==> src/hw/rtl/sal_pkg.sv <==
package sal_pkg;

   // Default number of cells in the list.
   localparam int CAPACITY_DEF = 16;

   // Widths fixed by the item fields.
   localparam int VALUE_W = 32;
   localparam int POS_W   = 4;
   localparam int MASK_W  = 16;
   localparam int TOTAL_W = 5;

   // Request kinds.
   typedef enum logic [1:0] {
      OP_INSERT = 2'd0,
      OP_DELETE = 2'd1,
      OP_SEARCH = 2'd2,
      OP_NONE   = 2'd3
   } op_type;

   // Result status codes.
   typedef enum logic [1:0] {
      ST_OK        = 2'd0,
      ST_FULL      = 2'd1,
      ST_BAD_POS   = 2'd2,
      ST_NOT_FOUND = 2'd3
   } status_type;

   // Control broadcast from the top level to every cell.
   typedef struct packed {
      logic                      ins_en;
      logic                      del_en;
      logic signed [VALUE_W-1:0] value;
      logic [POS_W-1:0]          position;
   } cell_ctl_type;

endpackage

==> src/hw/rtl/sorted_array_list.sv <==
// Channel | Direction | Handshake                | Payload
// req     | in        | req_tvalid / req_tready  | tuser: req_type; tdata: value, position
// rsp     | out       | rsp_tvalid / rsp_tready  | tuser: status; tdata: mask, total, min, max
//
// One item is taken per cycle while the result register is free or being drained;
// every cell compares and shifts in the cycle the item is accepted.
// The result appears in the cycle after acceptance and holds until rsp_tready.
// Reset (synchronous, active high) empties the list and drops any pending result.
// A stalled result stalls req_tready; the cell row itself never stalls.
module sorted_array_list #(
   parameter int CAPACITY = sal_pkg::CAPACITY_DEF
) (
   input  logic        clock,
   input  logic        reset,
   input  logic        req_tvalid,
   output logic        req_tready,
   input  logic [1:0]  req_tuser,   // [1:0] req_type
   input  logic [39:0] req_tdata,   // [31:0] value, [35:32] position, [39:36] zero
   output logic        rsp_tvalid,
   input  logic        rsp_tready,
   output logic [1:0]  rsp_tuser,   // [1:0] status
   output logic [87:0] rsp_tdata    // [15:0] match_mask, [20:16] entry_total,
                                    // [52:21] min_value, [84:53] max_value, [87:85] zero
);

   localparam int CNT_W = $clog2(CAPACITY + 1);
   localparam int VW    = sal_pkg::VALUE_W;

   logic                      accept;
   sal_pkg::op_type           op;
   logic signed [VW-1:0]      req_value;
   logic [sal_pkg::POS_W-1:0] req_position;
   sal_pkg::cell_ctl_type     ctl;

   logic [CNT_W-1:0] count_ff;
   logic [CNT_W-1:0] count_in;
   logic             full;
   logic             bad_pos;

   logic signed [VW-1:0] cell_value [CAPACITY];
   logic signed [VW-1:0] cell_next  [CAPACITY];
   logic [CAPACITY-1:0]  cell_ge;
   logic [CAPACITY-1:0]  cell_match;
   logic [CAPACITY-1:0]  cell_last;

   logic [sal_pkg::MASK_W-1:0] mask;
   logic signed [VW-1:0]       min_val;
   logic signed [VW-1:0]       max_val;
   sal_pkg::status_type        status;
   logic [CNT_W+4:0]           count_wide;

   logic                         rsp_valid_ff;
   sal_pkg::status_type          status_ff;
   logic [sal_pkg::MASK_W-1:0]   mask_ff;
   logic [sal_pkg::TOTAL_W-1:0]  total_ff;
   logic signed [VW-1:0]         min_ff;
   logic signed [VW-1:0]         max_ff;

   // Input unpacking and handshake.
   assign req_tready   = !rsp_valid_ff || rsp_tready;
   assign accept       = req_tvalid && req_tready;
   assign op           = sal_pkg::op_type'(req_tuser);
   assign req_value    = req_tdata[31:0];
   assign req_position = req_tdata[35:32];

   // Full and bad-position checks against the current count.
   assign full    = (count_ff == CNT_W'(CAPACITY));
   assign bad_pos = ({{CNT_W{1'b0}}, req_position} >= {4'd0, count_ff});

   always_comb begin
      ctl.ins_en   = accept && (op == sal_pkg::OP_INSERT) && !full;
      ctl.del_en   = accept && (op == sal_pkg::OP_DELETE) && !bad_pos;
      ctl.value    = req_value;
      ctl.position = req_position;
   end

   always_comb begin
      count_in = count_ff;
      if (ctl.ins_en) begin
         count_in = count_ff + CNT_W'(1);
      end else if (ctl.del_en) begin
         count_in = count_ff - CNT_W'(1);
      end
   end

   // The row of cells; each hands its value to both neighbors.
   for (genvar i = 0; i < CAPACITY; i++) begin : g_cell
      logic signed [VW-1:0] lo_value;
      logic                 lo_ge;
      logic signed [VW-1:0] up_value;

      if (i == 0) begin : g_first
         assign lo_value = '0;
         assign lo_ge    = 1'b0;
      end else begin : g_mid
         assign lo_value = cell_value[i-1];
         assign lo_ge    = cell_ge[i-1];
      end

      if (i == CAPACITY - 1) begin : g_top
         assign up_value = '0;
      end else begin : g_below
         assign up_value = cell_value[i+1];
      end

      sal_cell #(
         .INDEX (i),
         .CNT_W (CNT_W)
      ) u_cell (
         .clock       (clock),
         .ctl         (ctl),
         .count       (count_ff),
         .count_next  (count_in),
         .lower_value (lo_value),
         .lower_ge    (lo_ge),
         .upper_value (up_value),
         .value_out   (cell_value[i]),
         .ge_out      (cell_ge[i]),
         .match_out   (cell_match[i]),
         .next_value  (cell_next[i]),
         .last_next   (cell_last[i])
      );
   end

   // Search mask covers the low sixteen positions only.
   always_comb begin
      mask = '0;
      for (int i = 0; i < sal_pkg::MASK_W; i++) begin
         if (i < CAPACITY) begin
            mask[i] = (op == sal_pkg::OP_SEARCH) && cell_match[i];
         end
      end
   end

   // Minimum is the bottom cell; maximum is the one cell flagged as last.
   always_comb begin
      min_val = (count_in != '0) ? cell_next[0] : '0;
      max_val = '0;
      for (int i = 0; i < CAPACITY; i++) begin
         max_val = max_val | (cell_last[i] ? cell_next[i] : '0);
      end
   end

   always_comb begin
      status = sal_pkg::ST_OK;
      case (op)
         sal_pkg::OP_INSERT: if (full)         status = sal_pkg::ST_FULL;
         sal_pkg::OP_DELETE: if (bad_pos)      status = sal_pkg::ST_BAD_POS;
         sal_pkg::OP_SEARCH: if (mask == '0)   status = sal_pkg::ST_NOT_FOUND;
         default:            status = sal_pkg::ST_OK;
      endcase
   end

   assign count_wide = {5'd0, count_in};

   // Count and result registers.
   always_ff @(posedge clock) begin
      if (reset) begin
         count_ff     <= '0;
         rsp_valid_ff <= 1'b0;
      end else begin
         count_ff <= count_in;
         if (accept) begin
            rsp_valid_ff <= 1'b1;
         end else if (rsp_tready) begin
            rsp_valid_ff <= 1'b0;
         end
      end
      if (accept) begin
         status_ff <= status;
         mask_ff   <= mask;
         total_ff  <= count_wide[sal_pkg::TOTAL_W-1:0];
         min_ff    <= min_val;
         max_ff    <= max_val;
      end
   end

   assign rsp_tvalid = rsp_valid_ff;
   assign rsp_tuser  = status_ff;
   assign rsp_tdata  = {3'd0, max_ff, min_ff, total_ff, mask_ff};

endmodule

==> src/hw/rtl/sal_cell.sv <==
module sal_cell #(
   parameter int INDEX = 0,
   parameter int CNT_W = 5
) (
   input  logic                               clock,
   input  sal_pkg::cell_ctl_type              ctl,
   input  logic [CNT_W-1:0]                   count,
   input  logic [CNT_W-1:0]                   count_next,
   input  logic signed [sal_pkg::VALUE_W-1:0] lower_value,
   input  logic                               lower_ge,
   input  logic signed [sal_pkg::VALUE_W-1:0] upper_value,
   output logic signed [sal_pkg::VALUE_W-1:0] value_out,
   output logic                               ge_out,
   output logic                               match_out,
   output logic signed [sal_pkg::VALUE_W-1:0] next_value,
   output logic                               last_next
);

   logic signed [sal_pkg::VALUE_W-1:0] value_ff;
   logic signed [sal_pkg::VALUE_W-1:0] value_in;
   logic                               valid;
   logic                               prev_valid;

   // This cell holds an entry when its index lies below the count.
   assign valid      = (INDEX < int'(count));
   assign prev_valid = (INDEX == 0) || ((INDEX - 1) < int'(count));

   // Since entries are sorted, the greater-or-equal flags form a run up to the top.
   assign ge_out    = valid && (ctl.value <= value_ff);
   assign match_out = valid && (ctl.value == value_ff);

   // Insert shifts up from the first greater-or-equal entry; delete shifts down.
   always_comb begin
      value_in = value_ff;
      if (ctl.ins_en) begin
         if (lower_ge) begin
            value_in = lower_value;
         end else if (ge_out || (!valid && prev_valid)) begin
            value_in = ctl.value;
         end
      end else if (ctl.del_en) begin
         if (INDEX >= int'(ctl.position)) begin
            value_in = upper_value;
         end
      end
   end

   always_ff @(posedge clock) begin
      value_ff <= value_in;
   end

   assign value_out  = value_ff;
   assign next_value = value_in;
   assign last_next  = (int'(count_next) == (INDEX + 1));

endmodule
==> config.mk <==
export PLATFORM = sky130hd
export DESIGN_NAME = sorted_array_list
export DESIGN_NICKNAME = d
export VERILOG_FILES = /design/src/hw/rtl/sal_pkg.sv /design/src/hw/rtl/sorted_array_list.sv /design/src/hw/rtl/sal_cell.sv
export SDC_FILE = /design/constraint.sdc
export NUM_CORES = 2
export LEC_CHECK = 0
export ABC_CLOCK_PERIOD_IN_PS = 4600
export BUFFER_PORTS_ARGS = -buffer_cell sky130_fd_sc_hd__buf_2
export CORE_MARGIN = 2
export CORE_UTILIZATION = 40
export DETAILED_ROUTE_END_ITERATION = 16
export HOLD_SLACK_MARGIN = 0.03
export PLACE_DENSITY = 0.59
export SLEW_MARGIN = 20
export SYNTH_ARGS = -nofsm -noshare
export SYNTH_HDL_FRONTEND = slang
export SYNTH_HIERARCHICAL = 1
export SYNTH_SLANG_ARGS = --single-unit
==> constraint.sdc <==
create_clock -name clock -period 4.6 [get_ports clock]
set_input_delay 0.46 -clock clock [delete_from_list [all_inputs] [get_ports clock]]
set_output_delay 0.46 -clock clock [all_outputs]
set_load 0.05 [all_outputs]
After elaboration in Yosys (flattened, before gate mapping)
Cells that the tools add are included.

Add/subtract/negate cells: 2. $lt $le $gt $ge: 48. Equal/unequal tests: 35. Muxes and demuxes: 102. Bitwise operators: 15. Reductions and logical operators: 108.

Operators with widths (number): 2-to-1 mux 32 bit (94); == test 32 bit (16); <= comparator 32 bit (16); bitwise OR 32 bit (15); logical AND 1 bit (68); == test 5 bit (second input constant) (10); < comparator 4 x 5 -> 1 bit (first input constant) (8); greater-or-equal comparator 4 bit (first input constant) (7); == test 5 x 4 -> 1 bit (second input constant) (4); < comparator 3 x 5 -> 1 bit (first input constant) (4); zero test 1 bit (19); logical OR 1 bit (17); greater-or-equal comparator 3 x 4 -> 1 bit (first input constant) (4); zero test 16 bit (1); == test 5 x 3 -> 1 bit (second input constant) (2); < comparator 1 x 5 -> 1 bit (first input constant) (2); < comparator 2 x 5 -> 1 bit (first input constant) (2); 2-to-1 mux 5 bit (2); greater-or-equal comparator 1 x 4 -> 1 bit (first input constant) (2); greater-or-equal comparator 2 x 4 -> 1 bit (first input constant) (2); one-hot mux 2 bit (3 select lines) (1); adder 5 x 1 -> 5 bit (second input constant) (1); == test 5 x 2 -> 1 bit (second input constant) (1); greater-or-equal comparator 4 x 5 -> 1 bit (1); other kinds (8) (11).

Register bits after elaboration: 605. Output and inout port bits: 92. Word-level logic and storage cells: 333.

Logic depth before layout (Yosys ltp)
Depth in word-level cells: 24. Mapped depth: 19.

By module
Netlist, hierarchy kept.

Modules (own cells, without submodules): sorted_array_list (instances 1, cells an instance 568, area an instance 6502.5 um^2, sequential area each 2732.6 um^2); sal_cell (g_cell[9].u_cell) (instances 1, cells an instance 479, area an instance 3468.3 um^2, sequential area each 640.6 um^2); sal_cell (g_cell[11].u_cell) (instances 1, cells an instance 422, area an instance 3281.9 um^2, sequential area each 640.6 um^2); sal_cell (g_cell[15].u_cell) (instances 1, cells an instance 431, area an instance 3085.5 um^2, sequential area each 640.6 um^2); sal_cell (g_cell[6].u_cell) (instances 1, cells an instance 430, area an instance 3005.4 um^2, sequential area each 640.6 um^2); sal_cell (g_cell[1].u_cell) (instances 1, cells an instance 374, area an instance 2940.3 um^2, sequential area each 640.6 um^2); sal_cell (g_cell[0].u_cell) (instances 1, cells an instance 416, area an instance 2925.3 um^2, sequential area each 640.6 um^2); sal_cell (g_cell[14].u_cell) (instances 1, cells an instance 389, area an instance 2904.0 um^2, sequential area each 640.6 um^2); sal_cell (g_cell[4].u_cell) (instances 1, cells an instance 370, area an instance 2857.7 um^2, sequential area each 640.6 um^2); sal_cell (g_cell[12].u_cell) (instances 1, cells an instance 392, area an instance 2805.2 um^2, sequential area each 640.6 um^2); sal_cell (g_cell[8].u_cell) (instances 1, cells an instance 388, area an instance 2766.4 um^2, sequential area each 640.6 um^2); sal_cell (g_cell[2].u_cell) (instances 1, cells an instance 351, area an instance 2686.3 um^2, sequential area each 640.6 um^2); sal_cell (g_cell[10].u_cell) (instances 1, cells an instance 318, area an instance 2670.1 um^2, sequential area each 640.6 um^2); sal_cell (g_cell[5].u_cell) (instances 1, cells an instance 346, area an instance 2652.5 um^2, sequential area each 640.6 um^2); +3 rows.

Worst setup path after synthesis
Ideal clock, no wire load.

Path type: flip-flop to flip-flop. Start point: register rsp_valid_ff, in the netlist rsp_tvalid. End point: register mask_ff[0] in the netlist's numbering (enable). Setup time: 0.534 ns. Arrival time: 4.329 ns. Slack: -0.263 ns. Cell stages (with the launch flop): 3. Path buffers: 0. Period minus slack after synthesis: 4.863 ns. Path through: dfxtp_1 > nor2b_4 > nor2_1.

Word-level cells in the longest chain between the ends: 3.

RTL lines: from (decl) (RTL line sorted_array_list.sv:52) `logic rsp_valid_ff;`; from (signal assigned) (RTL line sorted_array_list.sv:160) `rsp_valid_ff <= 1'b0;`; from (signal assigned) (RTL line sorted_array_list.sv:164) `rsp_valid_ff <= 1'b1;`; from (signal assigned) (RTL line sorted_array_list.sv:166) `rsp_valid_ff <= 1'b0;`; zero test 1 bit (RTL line sorted_array_list.sv:60) `assign req_tready = !rsp_valid_ff || rsp_tready;`; logical OR 1 bit (RTL line sorted_array_list.sv:60); logical AND 1 bit (RTL line sorted_array_list.sv:61) `assign accept = req_tvalid && req_tready;`; named net accept (RTL line sorted_array_list.sv:29) `logic accept;`; to (signal assigned) (RTL line sorted_array_list.sv:171) `mask_ff <= mask;`; to (decl) (RTL line sorted_array_list.sv:54) `logic [sal_pkg::MASK_W-1:0] mask_ff;`.

The timed path passes the listed nets, and every way through them passes these cells. A chain may end at the register's enable or synchronous reset.

==> results.json <==
{
  "status": "finished, final reports clean",
  "setup_violations": 0,
  "cts-root-buf": "clkbuf_16",
  "core-area_sq_um": 129800,
  "nets": 7578,
  "grt_use_total_pct": 32.90,
  "m1WireLength_microns": 97730,
  "syn_area_sq_um": 52480,
  "cts.clk_slew.worst_paths_ns": 0.06,
  "drtIter0Drc": 6188,
  "pwr-share-seq_pct": 29.0,
  "setup_slack_ns": 0.06646,
  "p_sw_share_pct": 47.81,
  "power_density_nw_per_um2": 552.5,
  "clock_path_buffers": 3,
  "route.met3.wl_microns": 29130,
  "period_needed_ns": 4.534,
  "p_clk_share_pct": 19.3,
  "avgSynthCellArea_sq_um": 7.818,
  "p_int_uw": 17570,
  "grt_pass1_vias": 52040,
  "tightest_slew_ns": 1.352,
  "die-area_sq_um": 134100,
  "post-route-period-util_pct": 98.56,
  "avgRoutedWirePerCell_microns": 26.22,
  "p_switching_uw": 16090,
  "firstDrtPassIters": 7,
  "max-slew-margin-rel_pct": 9.639,
  "place_area_sq_um": 58270,
  "post_cts_buffers": 0,
  "drc": 0,
  "synth_warnings": 6,
  "wl_met2_microns": 96130,
  "arrival_ns": 4.87,
  "mostFrequentLayoutCells": "867 x a21oi_1, 598 x inv_1, 518 x ha_1, 516 x dfxtp_1, 424 x o21ai_0",
  "via_per_inst": 6.301,
  "io_buffer_count": 130,
  "final_common_cell": "a21oi_1",
  "ios": 138,
  "cp_max_fo": 19,
  "rsz0062_at_grt": "true",
  "synthCells": 6713,
  "area_growth_pct": 16.07,
  "dp_slack_ns": -0.1850,
  "clk-insertion-delay-late_ns": 0.68,
  "hold_path_class": "primary input to flop",
  "grt_pass1_wl_microns": 337700,
  "start_kind": "flop",
  "cp.required_ns": 4.94,
  "num_vias": 55620,
  "antenna_found_initial": 11,
  "ant_nets": 0,
  "ir_drop_uv": 298.2,
  "dieHeight_microns": 366.2,
  "grt_max_degree": 138,
  "die_w_microns": 366.2,
  "cts_sinks": 605,
  "place.gp.congestion": 0.9898,
  "hpwl_microns": 182600,
  "cts_buffers": 77,
  "hold_viol_final": 0,
  "cap_violations": 0,
  "cts_tree": "built",
  "combPwrFrac_pct": 51.7,
  "num_rows": 132,
  "final_area_sq_um": 60920,
  "final_core_util_pct": 46.93,
  "crit_type": "flop to flop",
  "drive_gt1_share_pct": 14.19,
  "drt-total-wl_microns": 231500,
  "top_layer": "met5",
  "overflow": 0,
  "cp-end-kind": "flop",
  "fmax_ghz": 0.2206,
  "start_util_pct": 40.43,
  "htree_levels": 3,
  "fin_skew_ns": 0.02379,
  "slew_viol_final": 0,
  "tns_ns": 0,
  "cellLeakagePower_uw": 0.02775
}
metrics by stage:
| stage | total power (uW) | instances | hold WS (ns) |
|---|---|---|---|
| 2_1_floorplan | 19940 | 6780 | 0.4832 |
| 3_3_place_gp | 25990 | 8674 | 0.5328 |
| 3_5_place_dp | 26420 | 8674 | 0.5412 |
| 4_1_cts | 32920 | 8816 | 0.09563 |
| 5_1_grt | 35530 | 8819 | 0.1531 |
| 6_report | 33660 | 8826 | 0.1307 |
worst paths after layout:
| path | from | to | slack, ns | cells past startpoint |
|---|---|---|---|---|
| max reg2reg | g_cell[8].u_cell/value_out[26] | max_ff[3] | 0.07 | 17 |
| min reg2reg | g_cell[15].u_cell/value_out[29] | g_cell[15].u_cell/value_out[29] | 0.56 | 2 |
| min | req_tvalid | rsp_tvalid | 0.13 | 3 |
| max | g_cell[8].u_cell/value_out[26] | max_ff[3] | 0.07 | 17 |
sequential cells by signal, summed over array words and instances, names as in the netlist:
signal / count
max_ff: 32
mask_ff: 16
min_ff: 32
rsp_tuser: 2
total_ff: 5
rsp_tvalid: 1
g_cell.u_cell/value_out: 512
count_ff: 5
per-layer routing:
layer	track usage, %	vias up
met5	0	-
met4	11.29	6
li1	-	25810
met1	44.07	26520
met3	11.25	376
met2	48.92	2896
final cells by class:
cell class / instances / area (sq um)
diodes: 8 / 20.02
clock buffers: 105 / 2217
clock inverters: 36 / 369.1
fillers: 12720 / 68890
inverters: 604 / 2271
multi-input cells: 5083 / 35180
flip-flops and latches: 605 / 12990
well taps: 1742 / 2180
repair buffers: 642 / 5693
repair inverters: 1 / 7.507
what timing repair did:
| action | in CTS | in global routing |
|---|---|---|
| hold buffers | 1 | 0 |
| gates resized for setup | 0 | 2 |
| endpoints found under the setup margin | 0 | 39 |
| endpoints found under the hold margin | 6 | 0 |
critical path, stage by stage, from the launching register on:
cell	delay, ns
dfxtp_1	0.40
inv_1	0.08
ha_1	0.29
nand4_1	0.28
nor4_2	0.33
buf_4	0.18
nor3b_1	0.18
a21oi_1	0.07
nor2b_1	0.14
xor2_1	0.23
a221oi_4	0.13
buf_12	0.19
nor2_2	0.32
buf_4	0.27
a21oi_1	0.18
a22o_1	0.22
a221oi_1	0.38
nand4_1	0.30
power groups by stage:
stage / clock [uW] / combinational, uW / sequential, uW
after global routing: 6720 / 18800 / 10000
final: 6480 / 17400 / 9780
after CTS: 6520 / 16700 / 9650
after detailed placement: 0 / 16700 / 9730
after global placement: 0 / 16300 / 9690
after floorplan: 0 / 10700 / 9270
Power figures use the tool's default switching activity.
